### config.mk
export PLATFORM = sky130hd
export DESIGN_NAME = keypad_code_alarm_controller_unit
export DESIGN_NICKNAME = d
export VERILOG_FILES = /design/src/kcac_pkg.sv /design/src/keypad_code_alarm_controller_unit.sv /design/src/kcac_in_stage.sv /design/src/kcac_core.sv /design/src/kcac_out_stage.sv
export VERILOG_INCLUDE_DIRS = /design/src /design/src/src
export SDC_FILE = /design/constraint.sdc
export NUM_CORES = 1
export LEC_CHECK = 0
export BUFFER_PORTS_ARGS = -buffer_cell sky130_fd_sc_hd__buf_2
export CORE_MARGIN = 4
export CORE_UTILIZATION = 50
export CTS_CLUSTER_SIZE = 20
export DETAILED_ROUTE_END_ITERATION = 16
export GPL_TIMING_DRIVEN = 0
export PLACE_DENSITY = 0.71
export SLEW_MARGIN = 20
export SYNTH_ARGS = -nofsm -noshare
export SYNTH_HDL_FRONTEND = slang
export SYNTH_SLANG_ARGS = --single-unit
### constraint.sdc
create_clock -name clk -period 3.4 [get_ports clk]
set_input_delay 0.17 -clock clk [delete_from_list [all_inputs] [get_ports clk]]
set_output_delay 0.17 -clock clk [all_outputs]
set_load 0.01 [all_outputs]
### src/keypad_code_alarm_controller_unit_assert.svh
// ---------------------------------------------------------------------------
// keypad code alarm controller assertion macros
// shared concurrent assertion forms, clocked on clk and held off during rst
// ---------------------------------------------------------------------------
`ifndef KEYPAD_CODE_ALARM_CONTROLLER_UNIT_ASSERT_SVH
`define KEYPAD_CODE_ALARM_CONTROLLER_UNIT_ASSERT_SVH

// same-cycle implication
`define KCAC_ASSERT_NOW(label, ante, cons, msg) \
  label: assert property (@(posedge clk) disable iff (rst) (ante) |-> (cons)) \
    else $error(msg);

// next-cycle implication
`define KCAC_ASSERT_NEXT(label, ante, cons, msg) \
  label: assert property (@(posedge clk) disable iff (rst) (ante) |=> (cons)) \
    else $error(msg);

`endif

### src/kcac_pkg.sv
`timescale 1ns / 1ps
// ---------------------------------------------------------------------------
// kcac_pkg
// types, codes and constants of the keypad code alarm controller
// ---------------------------------------------------------------------------
package kcac_pkg;

  // number of digits in one code entry
  localparam int CODE_DIGITS = 4;
  localparam int IDX_W       = (CODE_DIGITS > 1) ? $clog2(CODE_DIGITS) : 1;
  localparam logic [2:0] LAST_SLOT = 3'(CODE_DIGITS - 1);

  // highest keypad digit
  localparam logic [3:0] DIGIT_MAX = 4'd9;
  // saturation value of the wrong-try count
  localparam logic [2:0] TRIES_SAT = 3'd7;
  // limit after reset
  localparam logic [2:0] TRIES_RESET = 3'd3;

  // all sensors idle
  localparam logic [2:0] LEVELS_IDLE = 3'b111;

  // check results
  localparam logic [1:0] CHK_NONE   = 2'd0;
  localparam logic [1:0] CHK_ACCEPT = 2'd1;
  localparam logic [1:0] CHK_REJECT = 2'd2;

  // report causes
  localparam logic [2:0] CAUSE_NONE    = 3'd0;
  localparam logic [2:0] CAUSE_SENSOR1 = 3'd1;
  localparam logic [2:0] CAUSE_SENSOR2 = 3'd2;
  localparam logic [2:0] CAUSE_SENSOR3 = 3'd3;
  localparam logic [2:0] CAUSE_TRIES   = 3'd4;

  // output tdata bit positions used by checks
  localparam int OUT_MODE_LSB   = 0;
  localparam int OUT_SOUND_BIT  = 2;
  localparam int OUT_HELD_LSB   = 3;
  localparam int OUT_TRIES_LSB  = 6;
  localparam int OUT_CHECK_LSB  = 9;
  localparam int OUT_CAUSE_LSB  = 11;

  typedef enum logic [1:0] {
    MODE_LOCKED  = 2'd0,
    MODE_MENU    = 2'd1,
    MODE_ARMED   = 2'd2,
    MODE_NEWCODE = 2'd3
  } mode_t;

  typedef enum logic [2:0] {
    ACT_DIGIT = 3'd0,
    ACT_ARM   = 3'd1,
    ACT_EDIT  = 3'd2,
    ACT_SENSE = 3'd3,
    ACT_LOCK  = 3'd4
  } action_t;

  // event payload, lowest field in the lowest bits
  typedef struct packed {
    logic [5:0] now_second;
    logic [5:0] now_minute;
    logic [4:0] now_hour;
    logic [6:0] now_year;
    logic [3:0] now_month;
    logic [4:0] now_day;
    logic [2:0] sensor_levels;
    logic [3:0] digit;
  } event_data_t;

  typedef struct packed {
    action_t     action;
    event_data_t data;
  } event_t;

  // result item, lowest field in the lowest bits
  typedef struct packed {
    logic [5:0] report_second;
    logic [5:0] report_minute;
    logic [4:0] report_hour;
    logic [6:0] report_year;
    logic [3:0] report_month;
    logic [4:0] report_day;
    logic [2:0] report_cause;
    logic [1:0] check_result;
    logic [2:0] tries_now;
    logic [2:0] digits_held;
    logic       sounding;
    logic [1:0] mode_now;
  } result_t;

  // handshake status between input and output stages
  typedef struct packed {
    logic step;
  } flow_t;

  // stored code after reset: 1, 2, 3, 4 then zeros
  function automatic logic [3:0] reset_code_digit(input int i);
    logic [3:0] d;
    d = (i < 4) ? 4'(i + 1) : 4'd0;
    return d;
  endfunction

endpackage

### src/keypad_code_alarm_controller_unit.sv
`timescale 1ns / 1ps
// ---------------------------------------------------------------------------
// keypad_code_alarm_controller_unit
// keypad code lock and alarm controller with timestamped alarm reports
// ---------------------------------------------------------------------------
// Events arrive on the s_axis stream: tuser carries the action code, tdata
// the digit, the sensor levels and the current date and time. Every event
// gives exactly one result on the m_axis stream: mode, alarm flag, entry
// count, wrong-try count, check result and the cause and time of the last
// report. The wrong-try limit is written through cfg_we / cfg_wdata; the user
// must write it only while no event is in flight, the block does not enforce it.
// An accepted event passes through the input register, then the state update and
// the result register, which take it together.
// Throughput is one event per cycle while m_axis_tready stays high; the update
// loop is not pipelined, so back-to-back events see the state of the one before.
// Reset clears the mode to locked, the alarm, the counters and the report,
// restores the code 1234 and sets the limit to 3. When the receiver holds
// m_axis_tready low the result stays put, one more event waits in the input
// register, and s_axis_tready drops until the result transfers.
// ---------------------------------------------------------------------------
`include "keypad_code_alarm_controller_unit_assert.svh"

module keypad_code_alarm_controller_unit import kcac_pkg::*; (
  input  logic        clk,
  input  logic        rst,
  input  logic        cfg_we,
  input  logic [2:0]  cfg_wdata,
  input  logic        s_axis_tvalid,
  output logic        s_axis_tready,
  // digit[3:0], sensor_levels[6:4], now_day[11:7], now_month[15:12],
  // now_year[22:16], now_hour[27:23], now_minute[33:28], now_second[39:34]
  input  logic [39:0] s_axis_tdata,
  // action[2:0]
  input  logic [2:0]  s_axis_tuser,
  output logic        m_axis_tvalid,
  input  logic        m_axis_tready,
  // mode_now[1:0], sounding[2], digits_held[5:3], tries_now[8:6],
  // check_result[10:9], report_cause[13:11], report_day[18:14],
  // report_month[22:19], report_year[29:23], report_hour[34:30],
  // report_minute[40:35], report_second[46:41], zero[47]
  output logic [47:0] m_axis_tdata
);

  event_t  s_event;
  event_t  held;
  flow_t   flow;
  logic    out_free;
  result_t core_result;
  result_t m_result;

  // unpack the incoming transfer
  assign s_event.action = action_t'(s_axis_tuser);
  assign s_event.data   = s_axis_tdata;

  kcac_in_stage u_in (
    .clk      (clk),
    .rst      (rst),
    .s_valid  (s_axis_tvalid),
    .s_ready  (s_axis_tready),
    .s_event  (s_event),
    .out_free (out_free),
    .flow     (flow),
    .held     (held)
  );

  kcac_core u_core (
    .clk       (clk),
    .rst       (rst),
    .cfg_we    (cfg_we),
    .cfg_wdata (cfg_wdata),
    .flow      (flow),
    .ev        (held),
    .result    (core_result)
  );

  kcac_out_stage u_out (
    .clk       (clk),
    .rst       (rst),
    .step      (flow.step),
    .result_in (core_result),
    .out_free  (out_free),
    .m_valid   (m_axis_tvalid),
    .m_ready   (m_axis_tready),
    .m_result  (m_result)
  );

  // pack the result with a zero pad bit on top
  assign m_axis_tdata = {1'b0, m_result};

  // input side stalls only behind a stalled, occupied result slot
  `KCAC_ASSERT_NOW(a_stall_cause, !s_axis_tready, m_axis_tvalid && !m_axis_tready, "input stalled without output stall")
  // entry count stays below a full entry
  `KCAC_ASSERT_NOW(a_held_range, m_axis_tvalid, m_axis_tdata[OUT_HELD_LSB +: 3] <= LAST_SLOT, "digits_held out of range")
  // an accepted code leaves the menu open, the alarm quiet and tries cleared
  `KCAC_ASSERT_NOW(a_accept_state, m_axis_tvalid && m_axis_tdata[OUT_CHECK_LSB +: 2] == CHK_ACCEPT, m_axis_tdata[OUT_MODE_LSB +: 2] == MODE_MENU && !m_axis_tdata[OUT_SOUND_BIT] && m_axis_tdata[OUT_TRIES_LSB +: 3] == 3'd0, "accepted code with wrong state")
  // a sounding alarm always has a recorded cause
  `KCAC_ASSERT_NOW(a_sound_cause, m_axis_tvalid && m_axis_tdata[OUT_SOUND_BIT], m_axis_tdata[OUT_CAUSE_LSB +: 3] != CAUSE_NONE, "alarm without cause")

endmodule

### src/kcac_in_stage.sv
`timescale 1ns / 1ps
// ---------------------------------------------------------------------------
// kcac_in_stage
// input register of the event stream, released when the result slot is free
// ---------------------------------------------------------------------------
module kcac_in_stage import kcac_pkg::*; (
  input  logic   clk,
  input  logic   rst,
  input  logic   s_valid,
  output logic   s_ready,
  input  event_t s_event,
  input  logic   out_free,
  output flow_t  flow,
  output event_t held
);

  logic in_valid;

  // event moves into the core when the result slot can take it
  assign flow.step     = in_valid & out_free;
  assign s_ready       = ~in_valid | out_free;

  // occupancy and payload
  always_ff @(posedge clk) begin
    if (rst) begin
      in_valid <= 1'b0;
    end else if (s_valid && s_ready) begin
      in_valid <= 1'b1;
    end else if (flow.step) begin
      in_valid <= 1'b0;
    end
  end

  always_ff @(posedge clk) begin
    if (s_valid && s_ready) begin
      held <= s_event;
    end
  end

endmodule

### src/kcac_core.sv
`timescale 1ns / 1ps
// ---------------------------------------------------------------------------
// kcac_core
// controller state and the next-state update for one event
// ---------------------------------------------------------------------------
module kcac_core import kcac_pkg::*; (
  input  logic       clk,
  input  logic       rst,
  input  logic       cfg_we,
  input  logic [2:0] cfg_wdata,
  input  flow_t      flow,
  input  event_t     ev,
  output result_t    result
);

  logic [2:0] max_tries;
  mode_t      mode;
  logic       sounding;
  logic [2:0] entry_count;
  logic [2:0] wrong_count;
  logic [2:0] cause;
  logic [4:0] rep_day;
  logic [3:0] rep_month;
  logic [6:0] rep_year;
  logic [4:0] rep_hour;
  logic [5:0] rep_minute;
  logic [5:0] rep_second;
  logic [3:0] entry_digits [CODE_DIGITS];
  logic [3:0] stored_code  [CODE_DIGITS];

  mode_t      mode_next;
  logic       sounding_next;
  logic [2:0] entry_count_next;
  logic [2:0] wrong_count_next;
  logic       take_report;
  logic [2:0] cause_next;
  logic [1:0] check;
  logic       entry_we;
  logic       code_we;
  logic [3:0] full_entry [CODE_DIGITS];
  logic       match;
  logic [2:0] tries_inc;
  logic [IDX_W-1:0] slot;

  assign slot = entry_count[IDX_W-1:0];

  // complete entry with the incoming digit in the last slot
  always_comb begin
    match = 1'b1;
    for (int i = 0; i < CODE_DIGITS; i++) begin
      full_entry[i] = (i == CODE_DIGITS - 1) ? ev.data.digit : entry_digits[i];
      if (full_entry[i] != stored_code[i]) begin
        match = 1'b0;
      end
    end
  end

  assign tries_inc = (wrong_count != TRIES_SAT) ? 3'(wrong_count + 3'd1) : wrong_count;

  // event decode and next state
  always_comb begin
    mode_next        = mode;
    sounding_next    = sounding;
    entry_count_next = entry_count;
    wrong_count_next = wrong_count;
    take_report      = 1'b0;
    cause_next       = cause;
    check            = CHK_NONE;
    entry_we         = 1'b0;
    code_we          = 1'b0;
    case (ev.action)
      ACT_DIGIT: begin
        if (ev.data.digit <= DIGIT_MAX && mode != MODE_MENU) begin
          entry_we = 1'b1;
          if (entry_count == LAST_SLOT) begin
            entry_count_next = 3'd0;
            if (mode == MODE_NEWCODE) begin
              code_we   = 1'b1;
              mode_next = MODE_MENU;
            end else if (match) begin
              check            = CHK_ACCEPT;
              wrong_count_next = 3'd0;
              sounding_next    = 1'b0;
              mode_next        = MODE_MENU;
            end else begin
              check            = CHK_REJECT;
              wrong_count_next = tries_inc;
              if (tries_inc >= max_tries) begin
                sounding_next = 1'b1;
                take_report   = 1'b1;
                cause_next    = CAUSE_TRIES;
                if (mode == MODE_LOCKED) begin
                  mode_next        = MODE_ARMED;
                  wrong_count_next = 3'd0;
                end
              end
            end
          end else begin
            entry_count_next = 3'(entry_count + 3'd1);
          end
        end
      end
      ACT_ARM: begin
        if (mode == MODE_MENU) begin
          mode_next        = MODE_ARMED;
          entry_count_next = 3'd0;
          wrong_count_next = 3'd0;
        end
      end
      ACT_EDIT: begin
        if (mode == MODE_MENU) begin
          mode_next        = MODE_NEWCODE;
          entry_count_next = 3'd0;
        end
      end
      ACT_SENSE: begin
        if (mode == MODE_ARMED && ev.data.sensor_levels != LEVELS_IDLE) begin
          sounding_next = 1'b1;
          take_report   = 1'b1;
          if (!ev.data.sensor_levels[2]) begin
            cause_next = CAUSE_SENSOR3;
          end else if (!ev.data.sensor_levels[1]) begin
            cause_next = CAUSE_SENSOR2;
          end else begin
            cause_next = CAUSE_SENSOR1;
          end
        end
      end
      ACT_LOCK: begin
        if (mode == MODE_MENU) begin
          mode_next        = MODE_LOCKED;
          entry_count_next = 3'd0;
        end else if (mode == MODE_NEWCODE) begin
          mode_next        = MODE_MENU;
          entry_count_next = 3'd0;
        end else if (mode == MODE_LOCKED) begin
          entry_count_next = 3'd0;
        end
      end
      default: begin
      end
    endcase
  end

  // result fields show the state after this event
  always_comb begin
    result.mode_now      = mode_next;
    result.sounding      = sounding_next;
    result.digits_held   = entry_count_next;
    result.tries_now     = wrong_count_next;
    result.check_result  = check;
    result.report_cause  = cause_next;
    result.report_day    = take_report ? ev.data.now_day    : rep_day;
    result.report_month  = take_report ? ev.data.now_month  : rep_month;
    result.report_year   = take_report ? ev.data.now_year   : rep_year;
    result.report_hour   = take_report ? ev.data.now_hour   : rep_hour;
    result.report_minute = take_report ? ev.data.now_minute : rep_minute;
    result.report_second = take_report ? ev.data.now_second : rep_second;
  end

  // control state, limit register and stored code
  always_ff @(posedge clk) begin
    if (rst) begin
      max_tries   <= TRIES_RESET;
      mode        <= MODE_LOCKED;
      sounding    <= 1'b0;
      entry_count <= 3'd0;
      wrong_count <= 3'd0;
      cause       <= CAUSE_NONE;
      rep_day     <= '0;
      rep_month   <= '0;
      rep_year    <= '0;
      rep_hour    <= '0;
      rep_minute  <= '0;
      rep_second  <= '0;
      for (int i = 0; i < CODE_DIGITS; i++) begin
        stored_code[i] <= reset_code_digit(i);
      end
    end else begin
      if (cfg_we) begin
        max_tries <= cfg_wdata;
      end
      if (flow.step) begin
        mode        <= mode_next;
        sounding    <= sounding_next;
        entry_count <= entry_count_next;
        wrong_count <= wrong_count_next;
        cause       <= cause_next;
        rep_day     <= result.report_day;
        rep_month   <= result.report_month;
        rep_year    <= result.report_year;
        rep_hour    <= result.report_hour;
        rep_minute  <= result.report_minute;
        rep_second  <= result.report_second;
        if (code_we) begin
          for (int i = 0; i < CODE_DIGITS; i++) begin
            stored_code[i] <= full_entry[i];
          end
        end
      end
    end
  end

  // entry buffer, valid only once a full entry has been keyed
  always_ff @(posedge clk) begin
    if (flow.step && entry_we) begin
      entry_digits[slot] <= ev.data.digit;
    end
  end

endmodule

### src/kcac_out_stage.sv
`timescale 1ns / 1ps
// ---------------------------------------------------------------------------
// kcac_out_stage
// result register holding one result until the receiver takes it
// ---------------------------------------------------------------------------
module kcac_out_stage import kcac_pkg::*; (
  input  logic    clk,
  input  logic    rst,
  input  logic    step,
  input  result_t result_in,
  output logic    out_free,
  output logic    m_valid,
  input  logic    m_ready,
  output result_t m_result
);

  // slot is free when empty or emptied by a transfer this cycle
  assign out_free = ~m_valid | m_ready;

  always_ff @(posedge clk) begin
    if (rst) begin
      m_valid <= 1'b0;
    end else if (step) begin
      m_valid <= 1'b1;
    end else if (m_ready) begin
      m_valid <= 1'b0;
    end
  end

  always_ff @(posedge clk) begin
    if (step) begin
      m_result <= result_in;
    end
  end

endmodule

# --- Word level (Yosys, flattened, before mapping) ---
# Memories as Yosys holds them, arrays and structs flattened.
# Index checks and enable logic that the tools add are counted.
word_totals:
  input_bits: 51
  ramBits: 32
  register_bits: 140
  wordCells: 161
  n_memories: 2
mem_list:
  columns: ["name", "words", "word_bits", "rd", "rd_ports_with_merged_regs", "write_ports", "line_no", "source"]
  rows:
  - ["u_core.entry_digits", 4, 4, 3, 0, 1, "kcac_core.sv:28", "logic [3:0] entry_digits [CODE_DIGITS];"]
  - ["u_core.stored_code", 4, 4, 4, 0, 4, "kcac_core.sv:29", "logic [3:0] stored_code [CODE_DIGITS];"]
classes:
  eq_ne: 15
  addsub: 2
  mux: 83
  reduce_logical: 10
  order_cmp: 2
  bitwise: 12
ops:
  columns: ["op", "n"]
  rows:
  - ["2-to-1 mux 3 bit", 21]
  - ["2-to-1 mux 1 bit", 34]
  - ["2-to-1 mux 2 bit", 12]
  - ["2-to-1 mux 4 bit", 5]
  - ["!= test 4 bit", 4]
  - ["2-to-1 mux 6 bit", 2]
  - ["one-hot mux 3 bit (2 select lines)", 2]
  - ["2-to-1 mux 5 bit", 2]
  - ["== test 3 x 2 -> 1 bit, second input constant", 3]
  - ["one-hot mux 3 bit (3 select lines)", 1]
  - ["one-hot mux 2 bit (4 select lines)", 1]
  - ["2-to-1 mux 7 bit", 1]
  - ["adder 3 x 1 -> 3 bit, second input constant", 2]
  - ["!= test 3 bit, second input constant", 2]
  - ["OR 1 bit", 6]
  - ["NOT 1 bit", 5]
  - ["== test 2 bit, second input constant", 2]
  - ["less-or-equal comparator 4 bit, second input constant", 1]
  - ["logical AND 1 bit", 4]
  - ["one-hot mux 1 bit (2 select lines)", 2]
  - ["nonzero test 2 bit", 2]
  - ["OR reduction 4 bit", 1]
  - ["== test 3 x 1 -> 1 bit, second input constant", 1]
  - ["== test 3 bit, second input constant", 1]
  - ["other kinds (7)", 7]

# --- Logic depth before layout (Yosys ltp) ---
# An unclocked memory read counts as a cell.
logic_depth:
  depth_word: 12
  mapped_depth: 10
  depth_no_buf: 9

# --- Cells and area by module ---
# From an unflattened synthesis, not the netlist that was laid out.
unflattened:
  cells_unflattened: 506
  area_unflattened_um2: 6886.6
modules_own_cells:
  columns: ["module", "area_per_inst_um2", "seq_area_each_um2", "cells_each", "instances"]
  rows:
  - ["kcac_core", 4063.9, 1801.7, 404, 1]
  - ["kcac_out_stage", 1457.6, 1431.4, 51, 1]
  - ["kcac_in_stage", 1353.8, 1311.3, 49, 1]
  - ["keypad_code_alarm_controller_unit", 11.3, 0.0, 2, 1]

# --- Worst setup path after synthesis ---
# OpenSTA, ideal clock, no wires.
synth_path:
  path_kind: "reg-to-reg"
  from: "reg u_out.m_valid"
  to: "reg u_core.cause[1]"
  slack_ns: 0.514
  arrival_ns: 2.815
  setup_time_ns: 0.071
  path_stages_with_launch: 7
  n_path_buf: 1
  path_cell_list: "dfxtp_1 nor2b_1 nand2b_1 inv_1 clkbuf_1 o311ai_0 a21oi_1"
synth_via:
  elab_chain_cells: 3
synth_rtl:
  columns: ["item", "line_no", "source"]
  rows:
  - ["start, declared", "kcac_out_stage.sv:12", "output logic m_valid,"]
  - ["start signal, assigned", "kcac_out_stage.sv:22", "m_valid <= 1'b0;"]
  - ["start signal, assigned", "kcac_out_stage.sv:24", "m_valid <= 1'b1;"]
  - ["start signal, assigned", "kcac_out_stage.sv:26", "m_valid <= 1'b0;"]
  - ["NOT 1 bit", "kcac_out_stage.sv:18", "assign out_free = ~m_valid | m_ready;"]
  - ["OR 1 bit", "kcac_out_stage.sv:18", null]
  - ["bitwise AND 1 bit", "kcac_in_stage.sv:20", "assign flow.step = in_valid & out_free;"]
  - ["named net flow", "keypad_code_alarm_controller_unit.sv:46", "flow_t flow;"]
  - ["end signal, assigned", "kcac_core.sv:188", "cause <= cause_next;"]
  - ["end, declared", "kcac_core.sv:21", "logic [2:0] cause;"]
# The timed path passes the listed nets, and every way through them passes these cells.
# A chain may end at the register's enable or synchronous reset.

==> out/qor.txt <==
Routability Congestion: 0.831
Synth area leaders: edfxtp_1, dfxtp_1, mux2i_1
Avg Inst Size Synth: 13.2 um2
Critical Path Source: u_core.wrong_count[0]
critical path class: flop to flop
Peak supply drop: 0.000292 V
Max Cap Violations: 0
area grow syn2layout: 25.6%
worst-path fanout max: 10
post-route ant nets: 0
worst-case clock buffer depth: 2
fin crit period: 2980 ps
Max Slew Vio Count: 0
achievable frequency: 335 MHz
drt total wl: 14,800 um
Post-synth top flop: edfxtp_1
share of cells above drive strength 1: 24.9%
Hold Path Class: primary input to flop
largest net degree at the start of global routing: 51
Mapped Cells: 534
commonest cells after routing, fill and taps aside: edfxtp_1, buf_2, nand2_1, dfxtp_1, dlygate4sd3_1
wire length per cell: 16.5 um
hold path depth: 2
ys async rst share: 0%
final-stage net count: 761
synth unique cells: 61
CTS Buf Count: 17
Critical Path Sink Type: flop
Mapped Nets: 593
DRT iter0 DRCs: 277
initial core utilization: 50.9%
post-route cell area: 8830 um2
fill count: 1,013
P_leak: 3.33 nW
dpl cell area: 7820 um2
CTS H-tree depth: 4
outcome: finished clean
CTS root buffer: clkbuf_16
Synth Warn #: 0
number of synthesized flops with an enable pin: 118
Least-Margin Pin Slew: 597 ps
setup violators final: 0
via count: 4,700
final global-route overflow total: 0
Die H: 127 um
IO Count: 101
Worst EP required: 3570 ps
top cell type's share of synthesized area: 50.4%
First-pass DRT Iterations: 4
setup TNS: 0 ps
post-CTS sizing: 0
first-pass GRT wire length: 24,200 um
Remaining DRCs: 0
CTS sink cnt: 168
# diodes: 0
GRT Overall Usage: 19.3%
slew margin rel.: 60.2%
CP Launch Type: flop
end of the worst hold path: u_core.max_tries[1]
worst path arrival time: 3160 ps
Synth Cell Area: 7030 um2
Core Rows: 43
total core area: 13,800 um2
vias in the first global route: 4,826
Final HPWL DP: 9650 um
clock latency on the worst-skew pair: 430 ps
Seq/Total Area, Yosys: 64.6%
reg-to-reg slack, setup: 420 ps
CTS tree: built
hold_sp: cfg_we
vias per inst: 5.25
reg-to-reg critical path startpoint: u_core.wrong_count[0]
die outline width: 127 um
initial antenna violation count: 0
Pwr Density: 487 nW/um2
final hold violation count: 0
final worst-path cycle share: 87.7%
Yosys reg bits: 168
cell depth of the worst flop-to-flop path: 10
Die Area: 16,000 um2
FF-to-FF End: u_out.m_result[30]
Clk pin slew, worst setup/hold paths: 60 ps
RSZ-0062 raised after global routing: false
IO Port Bufs: 99
post-synth top area cell: edfxtp_1
most common cell after layout, fill and taps aside: edfxtp_1
Worst Skew: 8.51 ps
## cell families after synthesis
kind of cell	share of synthesized area (%)
AO/OA/AOI/OAI	6.17
XOR/XNOR	2.12
adder cells (fa/ha/maj)	1.42
buffers and inverters	2.95
flip-flops	64.6
multiplexers	10.4
other	0.0533
AND/OR/NAND/NOR	12.3
## worst max-delay path: stages (launching register included)
cell	delay, ps
dfxtp_1	430
ha_1	280
nand2_1	130
mux2i_1	210
inv_1	100
ha_1	290
a211o_1	240
nand3_2	150
o21ai_4	320
buf_6	210
mux2_1	360
## cell type report
type	count	area, um2	area share [%]
inverters	13	48.8	0.552
clock inverters	7	43.8	0.496
clock buffers	25	497	5.62
multi-input cells	326	2290	25.9
flip-flops and latches	168	4540	51.5
well taps	180	225	2.55
repair buffers	149	1020	11.6
plain buffers	27	163	1.84
## synth_stat cells (3+ instances only)
master and count:
edfxtp_1 118, nand2_1 87, dfxtp_1 50, mux2i_1 36
mux2_2 22, nor2_1 19, and2_1 16, clkbuf_1 16
xor2_1 16, a21oi_1 13, inv_1 13, o21ai_0 12
mux2_1 11, nand2b_1 10, ha_1 8, buf_6 7
nand3_1 7, nor2b_1 5, nor4_1 4, o21a_1 4
a31oi_1 3, nor3_1 3, o211ai_1 3, o32ai_1 3
o41ai_1 3
## through the flow
| stage | cells | utilization, % | hold WS, ps | power [mW] | setup WS (ps) |
|---|---|---|---|---|---|
| floorplan | 534 | - | 253 | 2.44 | 514 |
| global placement | 813 | 56.1 | 347 | 2.53 | -418 |
| detailed placement | 816 | 56.6 | 348 | 2.54 | 497 |
| CTS | 895 | 63.9 | 32.5 | 4.33 | 445 |
| global route | 895 | 63.9 | 51.1 | 4.46 | 258 |
| finish | 895 | 63.9 | 44.5 | 4.31 | 417 |
## repair_timing
| action | in CTS | in global routing |
|---|---|---|
| setup buffers | 0 | 0 |
| hold buffers | 47 | 0 |
| endpoints found under the hold margin | 47 | 0 |
## metal layers
layer | global-route usage [%] | vias up | wire length [um]
met1 | 23.0 | 2278 | 6090
met2 | 33.2 | 127 | 7480
met3 | 5.39 | 27 | 864
li1 | - | 2268 | -
met4 | 7.38 | 0 | 319
met5 | 0 | - | 0
## where the power goes
group | internal, mW | switching (mW) | total (mW)
Combinational | 0.115 | 0.137 | 0.252
Sequential | 2.26 | 0.0319 | 2.29
Clock | 1.01 | 0.753 | 1.77
## state kept, by name, indices dropped and copies added (netlist names), 4 cells and up
name / flops
u_core.rep_second: 6
u_core.rep_hour: 5
u_in.held: 43
u_core.rep_day: 5
u_core.rep_minute: 6
u_core.entry_digits: 12
u_core.rep_year: 7
u_out.m_result: 47
u_core.rep_month: 4
u_core.stored_code: 16
## worst max-delay path by stage
stage | end | slack, ps
finish | u_out.m_result[30] | 420
global route | u_out.m_result[30] | 260
CTS | u_out.m_result[18] | 440
detailed placement | u_out.m_result[36] | 500
global placement | u_core.cause[1] | -420
floorplan | u_core.cause[1] | 510
No activity file was read; power rests on OpenSTA's default activity.
